**config.mk**
```make
export PLATFORM = sky130hd
export DESIGN_NAME = hrc_div
export DESIGN_NICKNAME = d
export VERILOG_FILES = /design/src/hrc_pkg.sv /design/src/hrc_div.sv
export SDC_FILE = /design/constraint.sdc
export NUM_CORES = 1
export LEC_CHECK = 0
export BUFFER_PORTS_ARGS = -buffer_cell sky130_fd_sc_hd__buf_2
export CAP_MARGIN = 10
export CORE_UTILIZATION = 24
export CTS_BUF_LIST = sky130_fd_sc_hd__clkbuf_16
export DETAILED_ROUTE_END_ITERATION = 6
export GPL_TIMING_DRIVEN = 0
export MAX_ROUTING_LAYER = met4
export PLACE_DENSITY = 0.48
export SYNTH_ARGS = -nofsm -noshare
export SYNTH_HDL_FRONTEND = slang
export SYNTH_SLANG_ARGS = --single-unit
```
**constraint.sdc**
```tcl
create_clock -name clk -period 5.34 [get_ports clk]
set_input_delay 0.801 -clock clk [delete_from_list [all_inputs] [get_ports clk]]
set_output_delay 0.801 -clock clk [all_outputs]
set_load 0.01 [all_outputs]
```
**src/hrc_pkg.sv**
```systemverilog
`timescale 1ns / 1ps
// ----------------------------------------------------------------------------
// hrc_pkg
// Shared constants, widths and types of the HSL to RGBW converter.
// ----------------------------------------------------------------------------
package hrc_pkg;

    localparam int FRACTION_BITS = 16;
    localparam int FULL_SCALE    = 1000;

    localparam int IN_W   = 16;
    localparam int OUT_W  = 10;
    localparam int ONE_Q  = 1 << FRACTION_BITS;
    localparam int THIRD_Q      = ONE_Q / 3;
    localparam int TWO_THIRDS_Q = (2 * ONE_Q) / 3;

    localparam int Q_W    = FRACTION_BITS + 1;
    localparam int V_W    = FRACTION_BITS + 2;
    localparam int T_W    = FRACTION_BITS + 4;
    localparam int LVL_W  = $clog2(FULL_SCALE + 1);
    localparam int SUM_W  = LVL_W + 2;
    localparam int NUM_W  = LVL_W + SUM_W;
    localparam int DEN_W  = LVL_W + 2;

    localparam int DIV_STAGES = (LVL_W + 1) / 2;
    localparam int PRE_STAGES = 8;
    localparam int NSTG       = PRE_STAGES + DIV_STAGES + 1;

    typedef enum logic [1:0] {
        SEC_INTERP  = 2'd0,
        SEC_HOLD_V2 = 2'd1,
        SEC_HOLD_V1 = 2'd2
    } sec_mode_t;

    typedef struct packed {
        sec_mode_t                 mode;
        logic [FRACTION_BITS-1:0]  fac;
    } sect_t;

    typedef struct packed {
        logic [LVL_W-1:0] r;
        logic [LVL_W-1:0] g;
        logic [LVL_W-1:0] b;
        logic [LVL_W-1:0] mn;
        logic             grey;
        logic             dark;
    } side_t;

    function automatic sect_t sect_sel(input logic signed [T_W-1:0] t_in);
        logic signed [T_W-1:0] t;
        logic [Q_W-1:0]        tu;
        logic [Q_W+2:0]        six;
        logic [Q_W+2:0]        six_hi;
        sect_t                 res;
        t = t_in;
        if (t < 0)
        begin
            t = t + T_W'(ONE_Q);
        end
        if (t > T_W'(ONE_Q))
        begin
            t = t - T_W'(ONE_Q);
        end
        tu     = t[Q_W-1:0];
        six    = (Q_W+3)'(tu) * (Q_W+3)'(6);
        six_hi = ((Q_W+3)'(TWO_THIRDS_Q) - (Q_W+3)'(tu)) * (Q_W+3)'(6);
        res.fac  = '0;
        res.mode = SEC_HOLD_V1;
        if (six < (Q_W+3)'(ONE_Q))
        begin
            res.mode = SEC_INTERP;
            res.fac  = six[FRACTION_BITS-1:0];
        end
        else if ((Q_W+3)'(tu) * (Q_W+3)'(2) < (Q_W+3)'(ONE_Q))
        begin
            res.mode = SEC_HOLD_V2;
        end
        else if ((Q_W+3)'(tu) * (Q_W+3)'(3) < (Q_W+3)'(2 * ONE_Q))
        begin
            res.mode = SEC_INTERP;
            res.fac  = six_hi[FRACTION_BITS-1:0];
        end
        return res;
    endfunction

endpackage

```
**src/hrc_div.sv**
```systemverilog
`timescale 1ns / 1ps
// ----------------------------------------------------------------------------
// hrc_div
// Pipelined restoring divider, two quotient bits per stage, with sideband.
// ----------------------------------------------------------------------------
module hrc_div
(
    input  logic                            clk,
    input  logic [hrc_pkg::DIV_STAGES-1:0]  en,
    input  logic [hrc_pkg::NUM_W-1:0]       num,
    input  logic [hrc_pkg::DEN_W-1:0]       den,
    input  hrc_pkg::side_t                  side_in,
    output logic [hrc_pkg::LVL_W-1:0]       quo,
    output hrc_pkg::side_t                  side_out
);

    localparam int NS  = hrc_pkg::DIV_STAGES;
    localparam int LW  = hrc_pkg::LVL_W;
    localparam int CW  = hrc_pkg::NUM_W + hrc_pkg::LVL_W;

    logic [hrc_pkg::NUM_W-1:0] rem_reg [NS];
    logic [hrc_pkg::DEN_W-1:0] den_reg [NS];
    logic [LW-1:0]             q_reg   [NS];
    hrc_pkg::side_t            side_reg[NS];

    logic [hrc_pkg::NUM_W-1:0] rem_next[NS];
    logic [LW-1:0]             q_next  [NS];

    always_comb
    begin
        for (int j = 0; j < NS; j++)
        begin
            rem_next[j] = (j == 0) ? num : rem_reg[(j == 0) ? 0 : j - 1];
            q_next[j]   = (j == 0) ? '0  : q_reg[(j == 0) ? 0 : j - 1];
            for (int b = 0; b < 2; b++)
            begin
                if (LW - 1 - (2 * j + b) >= 0)
                begin
                    if (CW'(rem_next[j]) >=
                        (CW'((j == 0) ? den : den_reg[(j == 0) ? 0 : j - 1])
                         << (LW - 1 - (2 * j + b))))
                    begin
                        rem_next[j] = hrc_pkg::NUM_W'(CW'(rem_next[j]) -
                            (CW'((j == 0) ? den : den_reg[(j == 0) ? 0 : j - 1])
                             << (LW - 1 - (2 * j + b))));
                        q_next[j][LW - 1 - (2 * j + b)] = 1'b1;
                    end
                end
            end
        end
    end

    always_ff @(posedge clk)
    begin
        for (int j = 0; j < NS; j++)
        begin
            if (en[j])
            begin
                rem_reg[j]  <= rem_next[j];
                q_reg[j]    <= q_next[j];
                den_reg[j]  <= (j == 0) ? den : den_reg[(j == 0) ? 0 : j - 1];
                side_reg[j] <= (j == 0) ? side_in : side_reg[(j == 0) ? 0 : j - 1];
            end
        end
    end

    assign quo      = q_reg[NS-1];
    assign side_out = side_reg[NS-1];

endmodule

```
==> results_dict.tcl, run 1 <==
set metrics [dict create \
    pin_count_of_the_biggest_net_entering_global_routing 61 \
    tightestPinTransition_ns 0.750 \
    post_route_cells_drive_above_1_share_pct 22.7 \
    synth-seq-cells 376 \
    synthesis.area_um2 19200 \
    io_pins 134 \
    asyncSetResetFlopFracSynth_pct 0 \
    r2r_slack_ns 0.19 \
    detailedRoute.firstPassIterationCount 5 \
    yosys_warning_count 0 \
    p_leak_uw 0.00889 \
    gp_congestion 0.894 \
    path_class "register to register" \
    num_rows 103 \
    fmax_achieved_mhz 194 \
    wire_per_inst_um 15.2 \
    worst-r2r-cell-count 20 \
    largest_register_ffs 210 \
    clock_latency_ns 0.54 \
    dominantRegCellSynth "sky130_fd_sc_hd__edfxtp_1" \
    root_buffer "sky130_fd_sc_hd__clkbuf_16" \
    synthTopCellsByArea "sky130_fd_sc_hd__edfxtp_1, sky130_fd_sc_hd__ha_1, sky130_fd_sc_hd__xnor2_1" \
    setup_slack_ns 0.190 \
    max-vdd-ir-drop_uv 250 \
    final_hold_violating_endpoints 0 \
    cts-buffers-inserted 40 \
    timing.max_cap.violations 0 \
    net_count_of_the_mapped_netlist 1701 \
    critical_path.reg2reg.startpoint "den_reg[0][35]$_DFFE_PP_" \
    filler_cell_count 8050 \
    worst_flop_to_flop_path_endpoint "rem_reg[0][76]$_DFFE_PP_" \
    avg_vias_per_cell 4.33 \
    wirelength_mm 42.4 \
    synthesis.instances 1490 \
    die_height_um 285 \
    fin_setup_tns_ns 0 \
    routing_usage_on_met2_pct 17.3 \
    worstHoldPathType "register to register" \
    finalSetupViolCount 0 \
    outcome "finished, final reports clean" \
    tritoncts "done" \
    cellPowerDensity_nw_per_um2 539 \
    clock_sink_count 376 \
    synthDominantCellAreaShare_pct 58.7 \
    vias 12038 \
    drtAntennaViolNets 0 \
    gr-usage-met1_pct 12.6 \
    areaGrowthSynthToFinish_pct 20.2 \
    critPathRequiredTime_ns 5.63 \
    final_design_area_no_fill_um2 23100 \
    first_global_vias 12083 \
    path_max_fanout 10 \
    timing.final.crit_share_pct 96.4 \
    grt_use_total_pct 10.4 \
    dp_hpwl_mm 31.9 \
    slew_headroom_pct 49.5 \
    critical_path_data_arrival_time_ns 5.44 \
    clock_skew_ns 0.0106 \
    worst_setup_path_start_kind "register" \
    port_buffers 133 \
    syn_area_per_cell_um2 12.9 \
    detail_route.iter0.violations 599 \
    drv_slew 0 \
    die_w_um 285 \
    critPathCaptureType "register" \
    gr-max-usage-layer "met2" \
    finalNetCount 1912 \
    power_uw 12500 \
    placed_cell_area_um2 21400 \
    seq_area_frac_synth_pct 58.7 \
    initial_core_util_pct 24.3 \
    fp.coreArea_um2 79100 \
    hold-path-endpoint "side_reg[0][76]$_DFFE_PP_" \
    synth.lib_cells_used.distinct 71 \
    placement.setup.worst_slack_ns -1.12 \
    drc_errors 0 \
    first_pass_grt_wire_length_mm 65.3 \
    cts_buffer_depth 3 \
    htree_num_levels 2 \
    antennaDiodeCount 0 \
    hold_path_depth 0 \
    path_clk_slew_ns 0.06 \
    grt_remaining_overflow 0 \
    fin_crit_ns 5.15 \
    grt_antenna_before_repair 0 \
    min_from "side_reg[0][34]$_DFFE_PP_" \
    die_area_um2 81300 \
    grt_use_met3_pct 1.37 \
    synthDominantAreaCellType "sky130_fd_sc_hd__edfxtp_1" \
    post-route-util_pct 29.2 \
    number_of_enable_flip_flop_cells_after_synthesis 376 \
]
## synthesized netlist by cell type (all sizes together), types with 11 or more instances
master	count
mux2	60
a21o	40
xnor2	65
nand3	19
nand4	29
nand2	49
nor2	108
o21ai	58
xor2	28
o211ai	11
edfxtp	376
nor2b	19
ha	120
nor3	29
nand2b	13
inv	103
a211oi	12
o21a	23
mux2i	14
a31oi	11
buf	54
nor4	13
a21oi	107
## logic make-up after synthesis
logic type / share of synthesized area (%)
DFF: 58.7
adders and majority gates: 8.74
AOI/OAI and AO/OA: 10.8
buffers and inverters: 4.19
xor gates and xnor gates: 4.23
and+or+nand+nor: 8.96
muxes: 4.45
## worst max-delay path by stage
stage | start | endpoint | slack (ns) | depth (start not counted)
after floorplan | den[1] | rem_reg[0][14]$_DFFE_PP_ | 0.003 | 22
after global placement | den_reg[0][13]$_DFFE_PP_ | rem_reg[0][64]$_DFFE_PP_ | -1.05 | 20
after detailed placement | den_reg[0][13]$_DFFE_PP_ | rem_reg[0][64]$_DFFE_PP_ | -1.12 | 19
after CTS | den[1] | rem_reg[0][16]$_DFFE_PP_ | 0.006 | 23
after global routing | den_reg[0][35]$_DFFE_PP_ | rem_reg[0][79]$_DFFE_PP_ | -0.05 | 21
final | den_reg[0][35]$_DFFE_PP_ | rem_reg[0][76]$_DFFE_PP_ | 0.19 | 20
## routing by layer
| metal | vias up | share of wire (%) |
|---|---|---|
| li1 | 6003 | - |
| met1 | 5750 | 45 |
| met2 | 206 | 49 |
| met3 | 79 | 2.6 |
| met4 | 0 | 3.5 |
| met5 | - | 0 |
## layout by cell type (no fill, tap or decap), types with 19 or more instances in the layout
cell type / synthesis / routed
sky130_fd_sc_hd__ha_1: 120 / 118
sky130_fd_sc_hd__o21ai_0: 56 / 52
sky130_fd_sc_hd__mux2_2: 49 / 49
sky130_fd_sc_hd__clkbuf_16: 0 / 42
sky130_fd_sc_hd__nor2_1: 108 / 106
sky130_fd_sc_hd__a21o_1: 40 / 40
sky130_fd_sc_hd__o21a_1: 23 / 23
sky130_fd_sc_hd__edfxtp_1: 376 / 376
sky130_fd_sc_hd__buf_4: 42 / 75
sky130_fd_sc_hd__xnor2_1: 65 / 65
sky130_fd_sc_hd__inv_1: 102 / 114
sky130_fd_sc_hd__nor2b_1: 19 / 19
sky130_fd_sc_hd__nor3_1: 28 / 28
sky130_fd_sc_hd__nand2_1: 49 / 49
sky130_fd_sc_hd__xor2_1: 28 / 28
sky130_fd_sc_hd__nand4_1: 29 / 29
sky130_fd_sc_hd__a21oi_1: 107 / 98
sky130_fd_sc_hd__buf_2: 5 / 133
## what timing repair did
| item | 4_1_cts | 5_1_grt |
|---|---|---|
| buffers inserted | 15 | 14 |
| cloned | 0 | 2 |
| hold buffers | 0 | 0 |
| pin swaps | 6 | 10 |
| endpoints found under the setup margin | 71 | 65 |
| resized for setup | 36 | 40 |
## power by group
part / leakage, uW / internal, uW / switching (uW) / total [uW]
combinational: 0.00460 / 2710 / 3050 / 5760
clock: 0.000630 / 1450 / 1080 / 2530
sequential: 0.00365 / 3930 / 252 / 4180
## critical path: stages, from the launching register on
cell and delay (ns):
sky130_fd_sc_hd__edfxtp_1 0.37, sky130_fd_sc_hd__inv_1 0.08, sky130_fd_sc_hd__ha_1 0.27, sky130_fd_sc_hd__buf_4 0.15, sky130_fd_sc_hd__or4b_4 0.52, sky130_fd_sc_hd__nor4_4 0.15
sky130_fd_sc_hd__buf_4 0.18, sky130_fd_sc_hd__a211oi_4 0.09, sky130_fd_sc_hd__nand3_4 0.15, sky130_fd_sc_hd__buf_8 0.14, sky130_fd_sc_hd__mux2_2 0.35, sky130_fd_sc_hd__ha_1 0.35
sky130_fd_sc_hd__a21o_1 0.21, sky130_fd_sc_hd__a21oi_2 0.19, sky130_fd_sc_hd__o21ai_0 0.17, sky130_fd_sc_hd__a21boi_4 0.21, sky130_fd_sc_hd__o21ai_0 0.17, sky130_fd_sc_hd__or4b_4 0.54
sky130_fd_sc_hd__buf_6 0.16, sky130_fd_sc_hd__buf_6 0.15, sky130_fd_sc_hd__mux2_4 0.29
## cell type report
| class | instances | area, um2 | area share [%] |
|---|---|---|---|
| Clock buffer | 40 | 1000 | 4.33 |
| Inverter | 103 | 387 | 1.67 |
| Sequential cell | 376 | 11300 | 48.8 |
| Tap cell | 1050 | 1310 | 5.68 |
| Clock inverter | 29 | 186 | 0.806 |
| Timing Repair Buffer | 169 | 1080 | 4.66 |
| Multi-Input combinational cell | 949 | 7390 | 32.0 |
| Buffer | 62 | 478 | 2.07 |
## through the flow
stage,hold WS [ns],instances
after floorplan,0.400,1490
after global placement,0.400,2673
after detailed placement,0.405,2678
after CTS,0.391,2762
after global routing,0.398,2778
final,0.414,2778
No activity file was read; power rests on OpenSTA's default activity.
==> inputs of run 2 (changes only) <==
==> constraint.sdc (replaced) <==
create_clock -name clk -period 4.5 [get_ports clk]
set_input_delay 0.675 -clock clk [delete_from_list [all_inputs] [get_ports clk]]
set_output_delay 0.675 -clock clk [all_outputs]
set_load 0.01 [all_outputs]
==> run 2 against run 1 <==
The run now ends with negative setup slack left. Critical path type unchanged. Combinational power rose by 49%. Critical endpoint is now rem_reg[0][32]$_DFFE_PP_. Die area is the same. Non-clock buffer count increased by 120. Sequential cell count did not move. Hold slack got worse by 0.12 ns. Setup slack worse by 0.51 ns.
==> results_dict.tcl, run 2 (synthesis results as in run 1) <==
set metrics [dict create \
    outcome "finished with violations" \
    violations "negative setup slack" \
    cellPowerDensity_nw_per_um2 652 \
    path_class "register to register" \
    antennaDiodeCount 0 \
    first_pass_grt_wire_length_mm 69.7 \
    critical_path_data_arrival_time_ns 5.11 \
    drc_errors 0 \
    initial_core_util_pct 24.3 \
    first_global_vias 12865 \
    final_hold_violating_endpoints 0 \
    htree_num_levels 2 \
    timing.max_cap.violations 0 \
    die_w_um 285 \
    setup_slack_ns -0.315 \
    critPathRequiredTime_ns 4.80 \
    detailedRoute.firstPassIterationCount 5 \
    finalNetCount 2033 \
    clock_skew_ns 0.0182 \
    placement.setup.worst_slack_ns -1.23 \
    die_area_um2 81300 \
    avg_vias_per_cell 4.37 \
    worstHoldPathType "primary input to register" \
    tritoncts "done" \
    cts_buffer_depth 3 \
    clock_latency_ns 0.56 \
    critPathCaptureType "register" \
    drtAntennaViolNets 0 \
    timing.final.crit_share_pct 107 \
    mostFrequentLayoutCells "sky130_fd_sc_hd__edfxtp_1, sky130_fd_sc_hd__buf_4, sky130_fd_sc_hd__buf_2" \
    dp_hpwl_mm 32.3 \
    post_route_cells_drive_above_1_share_pct 37.5 \
    hold_slack_ns 0.294 \
    drv_slew 0 \
    largest_register_ffs 210 \
    final_common_cell "sky130_fd_sc_hd__edfxtp_1" \
    pin_count_of_the_biggest_net_entering_global_routing 68 \
    finalSetupViolCount 46 \
    clock_sink_count 376 \
    detail_route.iter0.violations 649 \
    port_buffers 133 \
    fmax_achieved_mhz 208 \
    io_pins 134 \
    grt_use_total_pct 11.1 \
    tightestPinTransition_ns 0.730 \
    grt_remaining_overflow 0 \
    areaGrowthSynthToFinish_pct 33.6 \
    path_max_fanout 10 \
    wirelength_mm 45.6 \
    gp_congestion 0.868 \
    worst_setup_path_start_kind "register" \
    grt_setup_unrepaired "true" \
    p_leak_uw 0.00977 \
    grt_antenna_before_repair 0 \
    cts-buffers-inserted 41 \
    fp.coreArea_um2 79100 \
    fin_crit_ns 4.81 \
    wire_per_inst_um 15.7 \
    slew_headroom_pct 51.3 \
    die_height_um 285 \
    vias 12677 \
    path_clk_slew_ns 0.06 \
    root_buffer "sky130_fd_sc_hd__clkbuf_16" \
    num_rows 103 \
    max-vdd-ir-drop_uv 270 \
]
-- run 2: cell types whose count changed in the layout (fill, tap and decap cells not counted), moves of 13 or more --
| cell | before | now |
|---|---|---|
| sky130_fd_sc_hd__buf_4 | 75 | 177 |
| sky130_fd_sc_hd__ha_1 | 118 | 58 |
| sky130_fd_sc_hd__ha_4 | 0 | 52 |
| sky130_fd_sc_hd__a21oi_1 | 98 | 64 |
| sky130_fd_sc_hd__inv_1 | 114 | 84 |
| sky130_fd_sc_hd__a21oi_2 | 9 | 36 |
| sky130_fd_sc_hd__inv_2 | 3 | 21 |
| sky130_fd_sc_hd__o21ai_0 | 52 | 36 |
| sky130_fd_sc_hd__mux2_2 | 49 | 34 |
| sky130_fd_sc_hd__mux2_4 | 11 | 26 |
| sky130_fd_sc_hd__nor2_1 | 106 | 91 |
| sky130_fd_sc_hd__nor2_4 | 0 | 15 |
| sky130_fd_sc_hd__buf_6 | 7 | 20 |
-- run 2: critical path, stage by stage (launching register included) --
cell and delay, ns:
sky130_fd_sc_hd__edfxtp_1 0.44, sky130_fd_sc_hd__ha_4 0.32, sky130_fd_sc_hd__nand4_1 0.21, sky130_fd_sc_hd__nor4_4 0.37, sky130_fd_sc_hd__or3_4 0.20, sky130_fd_sc_hd__a2bb2oi_4 0.26
sky130_fd_sc_hd__buf_6 0.17, sky130_fd_sc_hd__buf_4 0.13, sky130_fd_sc_hd__mux2_4 0.32, sky130_fd_sc_hd__ha_4 0.16, sky130_fd_sc_hd__a21o_1 0.16, sky130_fd_sc_hd__a21o_1 0.18
sky130_fd_sc_hd__a221oi_2 0.28, sky130_fd_sc_hd__o21a_1 0.19, sky130_fd_sc_hd__o41a_1 0.22, sky130_fd_sc_hd__nand2_2 0.10, sky130_fd_sc_hd__nor3_4 0.31, sky130_fd_sc_hd__inv_2 0.09
sky130_fd_sc_hd__buf_12 0.16, sky130_fd_sc_hd__mux2_4 0.29
-- run 2: per-layer routing --
metal  track usage (%)  vias up  wire (um)
met3              1.74       95       1250
met4              3.84        0       1570
met2              19.5      223      23100
li1                  -     6262          -
met5                 -        -          0
met1              12.9     6097      19600
-- run 2: metrics by stage --
stage / utilization (%) / cells / instance area (um2) / setup TNS (ns) / total power (uW)
after floorplan: - / 1490 / 19600 / -3.45 / 10200
after global placement: 27.3 / 2673 / 21600 / -62.56 / 11500
after detailed placement: 27.5 / 2678 / 21700 / -65.84 / 11600
after CTS: 31.5 / 2858 / 25000 / -10.72 / 16200
after global routing: 32.5 / 2903 / 25700 / -16.98 / 17700
final: 32.5 / 2903 / 25700 / -8.40 / 16700
-- run 2: worst paths after layout --
check | start | to | slack (ns) | depth (start not counted)
hold / removal | side_in[9] | side_reg[0][9]$_DFFE_PP_ | 0.29 | 1
setup / recovery | rem_reg[0][12]$_DFFE_PP_ | rem_reg[0][32]$_DFFE_PP_ | -0.31 | 19
setup reg to reg | rem_reg[0][12]$_DFFE_PP_ | rem_reg[0][32]$_DFFE_PP_ | -0.31 | 19
hold reg to reg | q_reg[0][39]$_DFFE_PP_ | q_reg[0][49]$_DFFE_PP_ | 0.41 | 0
-- run 2: final cells by class --
type	instances	area, um2
Buffer	60	591
Clock buffer	42	1050
Clock inverter	32	210
Fill cell	7811	53400
Inverter	103	405
Multi-Input combinational cell	949	8670
Sequential cell	376	11300
Tap cell	1050	1310
Timing Repair Buffer	291	2170
-- run 2: power breakdown --
part / leakage (uW) / internal, uW / switching [uW]
clock network: 0.000641 / 1810 / 1360
logic: 0.00548 / 4390 / 4200
registers: 0.00365 / 4660 / 332
-- run 2: what timing repair did --
action                                  in CTS  in global routing
buffers inserted                           102                 47
endpoints found under the setup margin      73                 71
gates resized for setup                    215                107
gates cloned                                 6                  0
pin swaps                                   78                 55
hold buffers                                 0                  0
